`config.mk`:
```
export PLATFORM = sky130hd
export DESIGN_NAME = priority_lock_arbiter_unit
export DESIGN_NICKNAME = d
export VERILOG_FILES = /design/src/rtl/core/plarb_pkg.sv /design/src/rtl/core/plarb_ctrl.sv /design/src/rtl/core/plarb_dp.sv /design/src/rtl/core/priority_lock_arbiter_unit.sv
export SDC_FILE = /design/constraint.sdc
export NUM_CORES = 1
export LEC_CHECK = 0
export ABC_AREA = 1
export ABC_CLOCK_PERIOD_IN_PS = 6300
export BUFFER_PORTS_ARGS = -buffer_cell sky130_fd_sc_hd__buf_2
export CAP_MARGIN = 20
export CORE_MARGIN = 2
export CORE_UTILIZATION = 41
export CTS_CLUSTER_SIZE = 14
export DETAILED_ROUTE_END_ITERATION = 10
export PLACE_DENSITY_LB_ADDON = 0.12
export SLEW_MARGIN = 15
export SYNTH_ARGS = -nofsm -noshare
export SYNTH_HDL_FRONTEND = slang
export SYNTH_SLANG_ARGS = --single-unit
```
`constraint.sdc`:
```
create_clock -name clk -period 6.3 [get_ports clk]
set_input_delay 0.315 -clock clk [delete_from_list [all_inputs] [get_ports clk]]
set_output_delay 0.315 -clock clk [all_outputs]
set_load 0.005 [all_outputs]
```
`src/rtl/core/plarb_pkg.sv`:
```
package plarb_pkg;

	// Sizes of the lock state
	localparam int PRIO_LEVELS = 16;
	localparam int COUNT_MAX   = 255;
	localparam int PRIO_W      = $clog2(PRIO_LEVELS);
	localparam int LEV_W       = 5;
	localparam int CNT_W       = $clog2(COUNT_MAX + 1);

	// Request modes
	localparam logic [1:0] MODE_LOCK   = 2'd0;
	localparam logic [1:0] MODE_UNLOCK = 2'd1;
	localparam logic [1:0] MODE_TRY    = 2'd2;

	// Result status codes
	localparam logic [2:0] ST_GRANTED  = 3'd0;
	localparam logic [2:0] ST_QUEUED   = 3'd1;
	localparam logic [2:0] ST_BUSY     = 3'd2;
	localparam logic [2:0] ST_FREED    = 3'd3;
	localparam logic [2:0] ST_HANDOVER = 3'd4;
	localparam logic [2:0] ST_ERROR    = 3'd5;

	typedef struct packed {
		logic [1:0] mode;
		logic [3:0] priority_req;
	} in_item_t;

	typedef struct packed {
		logic [2:0] status;
		logic [3:0] grant_priority;
		logic       held;
	} out_item_t;

	// Controller to datapath commands
	typedef struct packed {
		logic load;
		logic exec;
	} plarb_cmd_t;

	typedef enum logic [1:0] {
		S_IDLE,
		S_EXEC,
		S_RESP
	} plarb_state_t;

endpackage

```
`src/rtl/core/plarb_ctrl.sv`:
```
module plarb_ctrl (
	input  logic                 clk,
	input  logic                 arst_n,
	input  logic                 in_valid,
	output logic                 in_ready,
	output logic                 out_valid,
	input  logic                 out_ready,
	output plarb_pkg::plarb_cmd_t cmd
);
	import plarb_pkg::*;

	plarb_state_t state_q, state_d;

	// State register
	always_ff @(posedge clk or negedge arst_n) begin
		if (!arst_n) begin
			state_q <= S_IDLE;
		end else begin
			state_q <= state_d;
		end
	end

	// Next state and commands
	always_comb begin
		state_d   = state_q;
		in_ready  = 1'b0;
		out_valid = 1'b0;
		cmd       = '0;
		unique case (state_q)
			S_IDLE: begin
				in_ready = 1'b1;
				if (in_valid) begin
					cmd.load = 1'b1;
					state_d  = S_EXEC;
				end
			end
			S_EXEC: begin
				cmd.exec = 1'b1;
				state_d  = S_RESP;
			end
			S_RESP: begin
				out_valid = 1'b1;
				// result transfer frees the slot; a new request may enter at once
				in_ready  = out_ready;
				if (out_ready) begin
					if (in_valid) begin
						cmd.load = 1'b1;
						state_d  = S_EXEC;
					end else begin
						state_d  = S_IDLE;
					end
				end
			end
			default: state_d = S_IDLE;
		endcase
	end

endmodule

```
`src/rtl/core/plarb_dp.sv`:
```
module plarb_dp (
	input  logic                  clk,
	input  logic                  arst_n,
	input  plarb_pkg::plarb_cmd_t cmd,
	input  plarb_pkg::in_item_t   in_data,
	input  logic                  cfg_valid,
	input  logic [4:0]            cfg_data,
	output plarb_pkg::out_item_t  out_data
);
	import plarb_pkg::*;

	in_item_t          op_q;
	out_item_t         res_q;
	logic [LEV_W-1:0]  levels_q;
	logic              held_q;
	logic [CNT_W-1:0]  cnt_q [PRIO_LEVELS];

	logic [LEV_W-1:0]  eff_lev;
	logic              found;
	logic [PRIO_W-1:0] found_p;
	logic [PRIO_W-1:0] sel;
	logic [CNT_W-1:0]  cnt_rd;
	logic              cnt_we;
	logic              cnt_inc;
	logic [CNT_W-1:0]  cnt_wd;
	logic              held_d;
	out_item_t         res_d;

	// Clamp level count to 1 .. PRIO_LEVELS
	always_comb begin
		priority if (levels_q == '0) begin
			eff_lev = LEV_W'(1);
		end else if (levels_q > LEV_W'(PRIO_LEVELS)) begin
			eff_lev = LEV_W'(PRIO_LEVELS);
		end else begin
			eff_lev = levels_q;
		end
	end

	// Highest level in use with waiters
	always_comb begin
		found   = 1'b0;
		found_p = '0;
		for (int i = 0; i < PRIO_LEVELS; i++) begin
			if (cnt_q[i] != '0 && LEV_W'(i) < eff_lev) begin
				found   = 1'b1;
				found_p = PRIO_W'(i);
			end
		end
	end

	// One count read per request
	assign sel    = (op_q.mode == MODE_UNLOCK) ? found_p : op_q.priority_req;
	assign cnt_rd = cnt_q[sel];
	assign cnt_wd = cnt_inc ? cnt_rd + CNT_W'(1) : cnt_rd - CNT_W'(1);

	// Request decode
	always_comb begin
		held_d  = held_q;
		cnt_we  = 1'b0;
		cnt_inc = 1'b0;
		res_d   = '{status: ST_ERROR, grant_priority: '0, held: 1'b0};
		unique case (op_q.mode)
			MODE_LOCK: begin
				priority if ({1'b0, op_q.priority_req} >= eff_lev) begin
					res_d.status = ST_ERROR;
				end else if (!held_q) begin
					held_d       = 1'b1;
					res_d.status = ST_GRANTED;
				end else if (cnt_rd == CNT_W'(COUNT_MAX)) begin
					res_d.status = ST_ERROR;
				end else begin
					cnt_we       = 1'b1;
					cnt_inc      = 1'b1;
					res_d.status = ST_QUEUED;
				end
			end
			MODE_UNLOCK: begin
				if (found) begin
					cnt_we               = 1'b1;
					held_d               = 1'b1;
					res_d.status         = ST_HANDOVER;
					res_d.grant_priority = found_p;
				end else begin
					held_d       = 1'b0;
					res_d.status = ST_FREED;
				end
			end
			MODE_TRY: begin
				if (held_q) begin
					res_d.status = ST_BUSY;
				end else begin
					held_d       = 1'b1;
					res_d.status = ST_GRANTED;
				end
			end
			default: res_d.status = ST_ERROR;
		endcase
		res_d.held = held_d;
	end

	// Control state: level register, held flag, waiter counts
	always_ff @(posedge clk or negedge arst_n) begin
		if (!arst_n) begin
			levels_q <= LEV_W'(PRIO_LEVELS);
			held_q   <= 1'b0;
			for (int i = 0; i < PRIO_LEVELS; i++) begin
				cnt_q[i] <= '0;
			end
		end else begin
			if (cfg_valid) begin
				levels_q <= cfg_data;
			end
			if (cmd.exec) begin
				held_q <= held_d;
				if (cnt_we) begin
					cnt_q[sel] <= cnt_wd;
				end
			end
		end
	end

	// Request and result payload registers
	always_ff @(posedge clk) begin
		if (cmd.load) begin
			op_q <= in_data;
		end
		if (cmd.exec) begin
			res_q <= res_d;
		end
	end

	assign out_data = res_q;

endmodule

```
`src/rtl/core/priority_lock_arbiter_unit.sv`:
```
// Priority lock arbiter.
// Request channel (in_valid/in_ready/in_data): mode is lock, unlock or
// trylock; priority_req applies to lock only. Every request produces one
// result on the out channel (out_valid/out_ready/out_data) with status,
// grant_priority and the held flag after the request.
// Config channel (cfg_valid/cfg_ready/cfg_data) writes levels_in_use; it is
// always ready and must only be written while no request is in flight.
// Request flow: a transferred request is registered by the load step, its
// result is computed and registered by the execute step, then offered.
// A new request is not taken until the result transfers, set by the
// load/execute sequence of the controller; the next request is taken in
// the same cycle the result transfers.
// Reset: lock free, all waiter counts zero, levels_in_use = 16.
// Receiver stall: the result is held in its register and in_ready stays low
// until the result transfers.
module priority_lock_arbiter_unit (
	input  logic                 clk,
	input  logic                 arst_n,
	input  logic                 in_valid,
	output logic                 in_ready,
	input  plarb_pkg::in_item_t  in_data,
	output logic                 out_valid,
	input  logic                 out_ready,
	output plarb_pkg::out_item_t out_data,
	input  logic                 cfg_valid,
	output logic                 cfg_ready,
	input  logic [4:0]           cfg_data
);
	import plarb_pkg::*;

	plarb_cmd_t cmd;

	assign cfg_ready = 1'b1;

	// Sequencer
	plarb_ctrl u_ctrl (
		.clk       (clk),
		.arst_n    (arst_n),
		.in_valid  (in_valid),
		.in_ready  (in_ready),
		.out_valid (out_valid),
		.out_ready (out_ready),
		.cmd       (cmd)
	);

	// Lock state and decision logic
	plarb_dp u_dp (
		.clk       (clk),
		.arst_n    (arst_n),
		.cmd       (cmd),
		.in_data   (in_data),
		.cfg_valid (cfg_valid),
		.cfg_data  (cfg_data),
		.out_data  (out_data)
	);

endmodule

```
==> results of run 1 <==
==> synth_stat cells (5+ instances only) <==
cell type	n	area, um^2
nor4_1	10	62.6
nor2_2	5	31.3
dfrtp_1	135	3380
clkbuf_1	15	56.3
nand2_2	5	31.3
o21ai_1	28	140
ha_1	10	125
buf_2	21	105
nand3b_1	22	165
nand2_1	493	1850
nor2_1	72	270
a21oi_1	9	45.0
o21ai_0	109	546
nand3_4	11	193
nor3_1	6	30.0
buf_6	14	158
nand4_1	10	62.6
inv_1	148	556
nand3_1	64	320
edfxtp_1	14	420
==> per-layer routing <==
layer / vias up / track usage, % / routed length [um]
met3: 41 / 4.97 / 1300
li1: 3900 / - / -
met5: - / 0 / 0
met2: 192 / 37.0 / 11400
met1: 3655 / 34.4 / 12700
met4: 0 / 9.67 / 943
==> sequential cells by signal (all words and copies together) (netlist names) <==
name            cells
u_dp.held_q         1
u_dp.cnt_q        128
u_ctrl.state_q      2
u_dp.levels_q       5
u_dp.op_q           6
u_dp.out_data       8
==> worst paths after layout <==
check | start | to | slack (ps) | cells past startpoint
setup / recovery | u_dp.cnt_q[60] | u_dp.cnt_q[22] | 660 | 32
hold / removal | in_data[5] | u_dp.op_q[5] | 50 | 1
setup reg to reg | u_dp.cnt_q[60] | u_dp.cnt_q[22] | 660 | 32
hold reg to reg | u_dp.cnt_q[95] | u_dp.cnt_q[95] | 480 | 2
max in group asynchronous | arst_n | u_dp.cnt_q[120] | 4640 | 3
min in group asynchronous | arst_n | u_dp.cnt_q[76] | 500 | 2
==> critical path, delay by kind of cell, from the launching register on <==
| family | cells | cell delay, ps |
|---|---|---|
| AND/OR/NAND/NOR | 20 | 2650 |
| buffers and inverters | 4 | 800 |
| XOR/XNOR | 1 | 300 |
| flip-flops | 1 | 400 |
| adder cells (fa/ha/maj) | 1 | 320 |
| AO/OA/AOI/OAI | 6 | 990 |
==> cells by family (layout without fill, tap and decap cells) <==
| kind of cell | after synthesis | after routing | share of synthesized area, % |
|---|---|---|---|
| buffers and inverters | 204 | 224 | 10.4 |
| AND/OR/NAND/NOR | 703 | 703 | 34.6 |
| adder cells (fa/ha/maj) | 11 | 11 | 1.64 |
| other | 1 | 1 | 0.0424 |
| flip-flops | 150 | 150 | 43.2 |
| XOR/XNOR | 5 | 5 | 0.495 |
| AO/OA/AOI/OAI | 161 | 161 | 9.66 |
==> what timing repair did <==
item                       in CTS  in global routing
hold buffers                    1                  0
hold endpoints to repair       72                  0
setup endpoints to repair       0                  1
gates resized for setup         0                  1
==> stage by stage <==
stage	hold slack, ps	instance area, um^2
after floorplan	19.4	8850
after global routing	34.8	9800
after global placement	445	9140
after detailed placement	434	9140
final	52.8	9800
after CTS	42.9	9790
==> final cells by class <==
cell class	instances	area (um^2)	share of cell area (%)
Clock buffer	21	472	4.81
Clock inverter	11	168	1.71
Inverter	152	571	5.82
Multi-Input combinational cell	881	4160	42.5
Sequential cell	150	3820	39.0
Tap cell	275	344	3.51
Timing Repair Buffer	40	259	2.64
==> results.py, run 1 <==
metrics = {
    "layout": {
        "fin_cells": 1530,
        "layout_common_cells": "492 x nand2_1, 148 x inv_1, 135 x dfrtp_1",
        "final_common_cell": "nand2_1",
        "area_growth_pct": 10.7,
        "drive_gt1_share_pct": 8.37,
        "fin_nets": 1269,
        "antenna_cells": 0,
        "nFillCells": 2199,
        "postLayoutCoreUtil_pct": 46.5,
    },
    "routing": {
        "drt-initial-drc-count": 647,
        "totalWireLength_um": 26400,
        "avgViaCountPerCell": 5.09,
        "post_drt_wl_per_cell_um": 17.2,
        "antenna_left": 0,
        "vias": 7788,
        "drc_errors": 0,
        "drtPass1Iterations": 5,
    },
    "global_routing": {
        "grt_first_pass_wirelength_um": 41900,
        "track_usage_pct": 24.4,
        "grt_max_degree": 85,
        "overflow": 0,
        "antenna_found_initial": 0,
        "grt_pass1_vias": 7451,
    },
    "floorplanning": {
        "initial_core_util_pct": 42.0,
        "core_um2": 21100,
        "fp.dieH_um": 151,
        "dieWidth_um": 151,
        "rows": 53,
        "die-area_um2": 22800,
        "io-pin-count": 27,
    },
    "synth": {
        "postSynthAreaPerCell_um2": 7.17,
        "synth.net_count": 1262,
        "syn_inst": 1235,
        "async_flop_share_pct": 90.7,
        "ys_warn_count": 0,
        "synth-edff-count": 14,
        "seq_area_frac_synth_pct": 43.2,
        "netlist_area_um2": 8850,
        "ys_seq_elements": 150,
        "synthFlopType": "dfrtp_1",
        "ys_types": 42,
    },
    "critical_path": {
        "startpoint_type": "flip-flop",
        "crit_required_ps": 6580,
        "path_class": "flip-flop to flip-flop",
        "slowest_delay_ps": 760,
        "end_kind": "flip-flop",
        "path_max_fanout": 36,
        "arrival_ps": 5920,
        "cp_common_cell": "nand2_1",
        "slowest_stage": "nor4_1",
    },
    "timing": {
        "fin_skew_ps": 13.0,
        "period_needed_ps": 5640,
        "setup_violations": 0,
        "tightest_slew_ps": 1020,
        "maxSlewViolCount": 0,
        "max_slew_margin_pct": 32.0,
        "finalHoldViolations": 0,
        "grt_setup_unrepaired": "no",
        "final.setup.tns_ps": 0,
        "max_freq_mhz": 177,
        "min_period_over_period_pct": 89.5,
        "timing.final.ws_setup_ps": 662,
    },
    "clock_tree": {
        "clockBufferDepth": 2,
        "clkSinkCount": 150,
        "cts_tree": "done",
        "cts_max_level": 4,
        "numCtsBuffers": 17,
        "cts-root-buf": "clkbuf_16",
        "post-cts-setup-buffer-count": 0,
        "clkLatencyLatePin_ps": 440,
        "clk_pin_slew_worst_paths_ps": 60,
    },
    "placed_design": {
        "dp_cells": 1497,
        "portBuffers": 25,
        "dp_slack_ps": 665,
        "gp_congestion": 0.915,
        "place_hpwl_um": 18200,
    },
    "job": {
        "cap_violations": 0,
    },
    "status": {
        "status": "complete, no violations",
    },
    "min_path": {
        "hp-class": "input port to flip-flop",
    },
}
Power of run 1 is left out: the tool's default activity adds up to more than one toggle a clock period on the data nets, which glitch-free logic cannot reach.
==> run 2, diff against run 1 <==
CORE_ASPECT_RATIO = 1.2   (was not set)
==> run 2 against run 1 <==
Clock skew is 2.1 ps lower. Critical endpoint is now u_dp.cnt_q[30]. Setup slack better by 30 ps. Die area hardly changed. Register-to-register slack better by 30 ps. Sequential share of layout area is 0.16 points higher. Maximum frequency is 0.54% higher. Critical path depth is 6 higher. Cell count hardly changed. Worst hold slack better by 5.5 ps. Count of clock-buffer cells in the layout is 1 lower.
==> results.py, run 2 (same netlist as run 1, synthesis figures left out) <==
metrics = {
    "status": {
        "status": "complete, no violations",
    },
    "global_routing": {
        "grt_pass1_vias": 7639,
        "overflow": 0,
        "grt_max_degree": 74,
        "track_usage_pct": 24.3,
        "grt_first_pass_wirelength_um": 42600,
        "antenna_found_initial": 0,
    },
    "layout": {
        "postLayoutCoreUtil_pct": 46.4,
        "final_area_um2": 9760,
        "nFillCells": 2184,
        "drive_gt1_share_pct": 8.50,
        "layout_common_cells": "492 x nand2_1, 148 x inv_1, 135 x dfrtp_1",
        "regMostFlops": "u_dp.cnt_q",
        "final_common_cell": "nand2_1",
        "largest_register_ffs": 128,
        "antenna_cells": 0,
        "area_growth_pct": 10.3,
        "fin_nets": 1273,
    },
    "timing": {
        "period_needed_ps": 5610,
        "maxSlewViolCount": 0,
        "min_period_over_period_pct": 89.0,
        "final.setup.tns_ps": 0,
        "max_slew_margin_pct": 37.1,
        "max_freq_mhz": 178,
        "finalHoldViolations": 0,
        "fin_skew_ps": 10.9,
        "setup_violations": 0,
        "timing.final.ws_setup_ps": 692,
        "tightest_slew_ps": 944,
        "grt_setup_unrepaired": "no",
    },
    "floorplanning": {
        "core_um2": 21000,
        "die-area_um2": 22800,
        "fp.dieH_um": 165,
        "io-pin-count": 27,
        "rows": 58,
        "dieWidth_um": 138,
        "initial_core_util_pct": 42.1,
    },
    "clock_tree": {
        "cts-root-buf": "clkbuf_16",
        "clkSinkCount": 150,
        "clockBufferDepth": 2,
        "clkLatencyLatePin_ps": 430,
        "cts_tree": "done",
        "clk_pin_slew_worst_paths_ps": 70,
        "numCtsBuffers": 17,
        "cts_resized": 0,
        "cts_max_level": 4,
    },
    "critical_path": {
        "path_class": "flip-flop to flip-flop",
        "r2r_slack_ps": 690,
        "end_kind": "flip-flop",
        "path_max_fanout": 35,
        "slowest_delay_ps": 410,
        "cp_common_cell": "nand2_1",
        "startpoint_type": "flip-flop",
        "crit_required_ps": 6590,
        "slowest_stage": "dfrtp_1",
        "arrival_ps": 5890,
        "r2r_cells": 38,
    },
    "job": {
        "cap_violations": 0,
    },
    "routing": {
        "drc_errors": 0,
        "drt-initial-drc-count": 576,
        "post_drt_wl_per_cell_um": 17.4,
        "drtPass1Iterations": 6,
        "avgViaCountPerCell": 5.14,
        "vias": 7860,
        "totalWireLength_um": 26500,
        "antenna_left": 0,
    },
    "placed_design": {
        "gp_congestion": 0.968,
        "placed_area_um2": 9120,
        "portBuffers": 25,
        "dp_slack_ps": 763,
        "place_hpwl_um": 18700,
    },
    "min_path": {
        "hold_depth": 1,
        "hp-class": "input port to flip-flop",
    },
}
[run 2: changes by cell type in the layout (fill, tap and decap cells not counted), moves of 2 or more]
cell        delta
buf_4          +5
clkinvlp_4     +2
xnor2_2        -2
xnor2_1        +3
[run 2: worst paths after layout]
path	startpoint	end
min in group asynchronous	arst_n	u_dp.cnt_q[19]
max in group asynchronous	arst_n	u_dp.cnt_q[70]
worst min register to register	u_dp.cnt_q[71]	u_dp.cnt_q[71]
worst max-delay path	u_dp.levels_q[3]	u_dp.cnt_q[30]
worst max register to register	u_dp.levels_q[3]	u_dp.cnt_q[30]
worst min-delay path	in_data[2]	u_dp.op_q[2]
[run 2: repair_timing]
item / CTS / global route
hold buffers: 1 / 0
buffers inserted: 0 / 0
hold endpoints to repair: 62 / 0
[run 2: metal layers]
metal / wire [um] / vias to the layer above / global-route usage (%)
met3: 1660 / 65 / 5.48
li1: - / 3904 / -
met1: 11700 / 3664 / 31.2
met5: 0 / - / 0
met4: 1060 / 0 / 11.1
met2: 12100 / 227 / 39.4
[run 2: layout make-up]
cell class	instances	area (um^2)	share of cell area [%]
Timing Repair Buffer	44	277	2.83
Clock inverter	12	161	1.65
Sequential cell	150	3820	39.2
Multi-Input combinational cell	881	4120	42.2
Inverter	152	571	5.85
Clock buffer	20	468	4.80
Tap cell	270	338	3.46
[run 2: stage by stage]
step	hold slack, ps	instances
2_1_floorplan	19.4	1235
3_3_place_gp	352	1496
3_5_place_dp	348	1496
4_1_cts	41.1	1529
5_1_grt	45.0	1529
6_report	58.3	1529
[run 2: critical path, delay by kind of cell (launching register included)]
family | cells | cell delay [ps]
buf+inv | 5 | 960
xor+xnor | 1 | 190
simple gates | 25 | 2590
flops | 1 | 410
fa+ha+maj | 1 | 310
compound gates | 6 | 960
Power of run 2 is left out for the same reason.
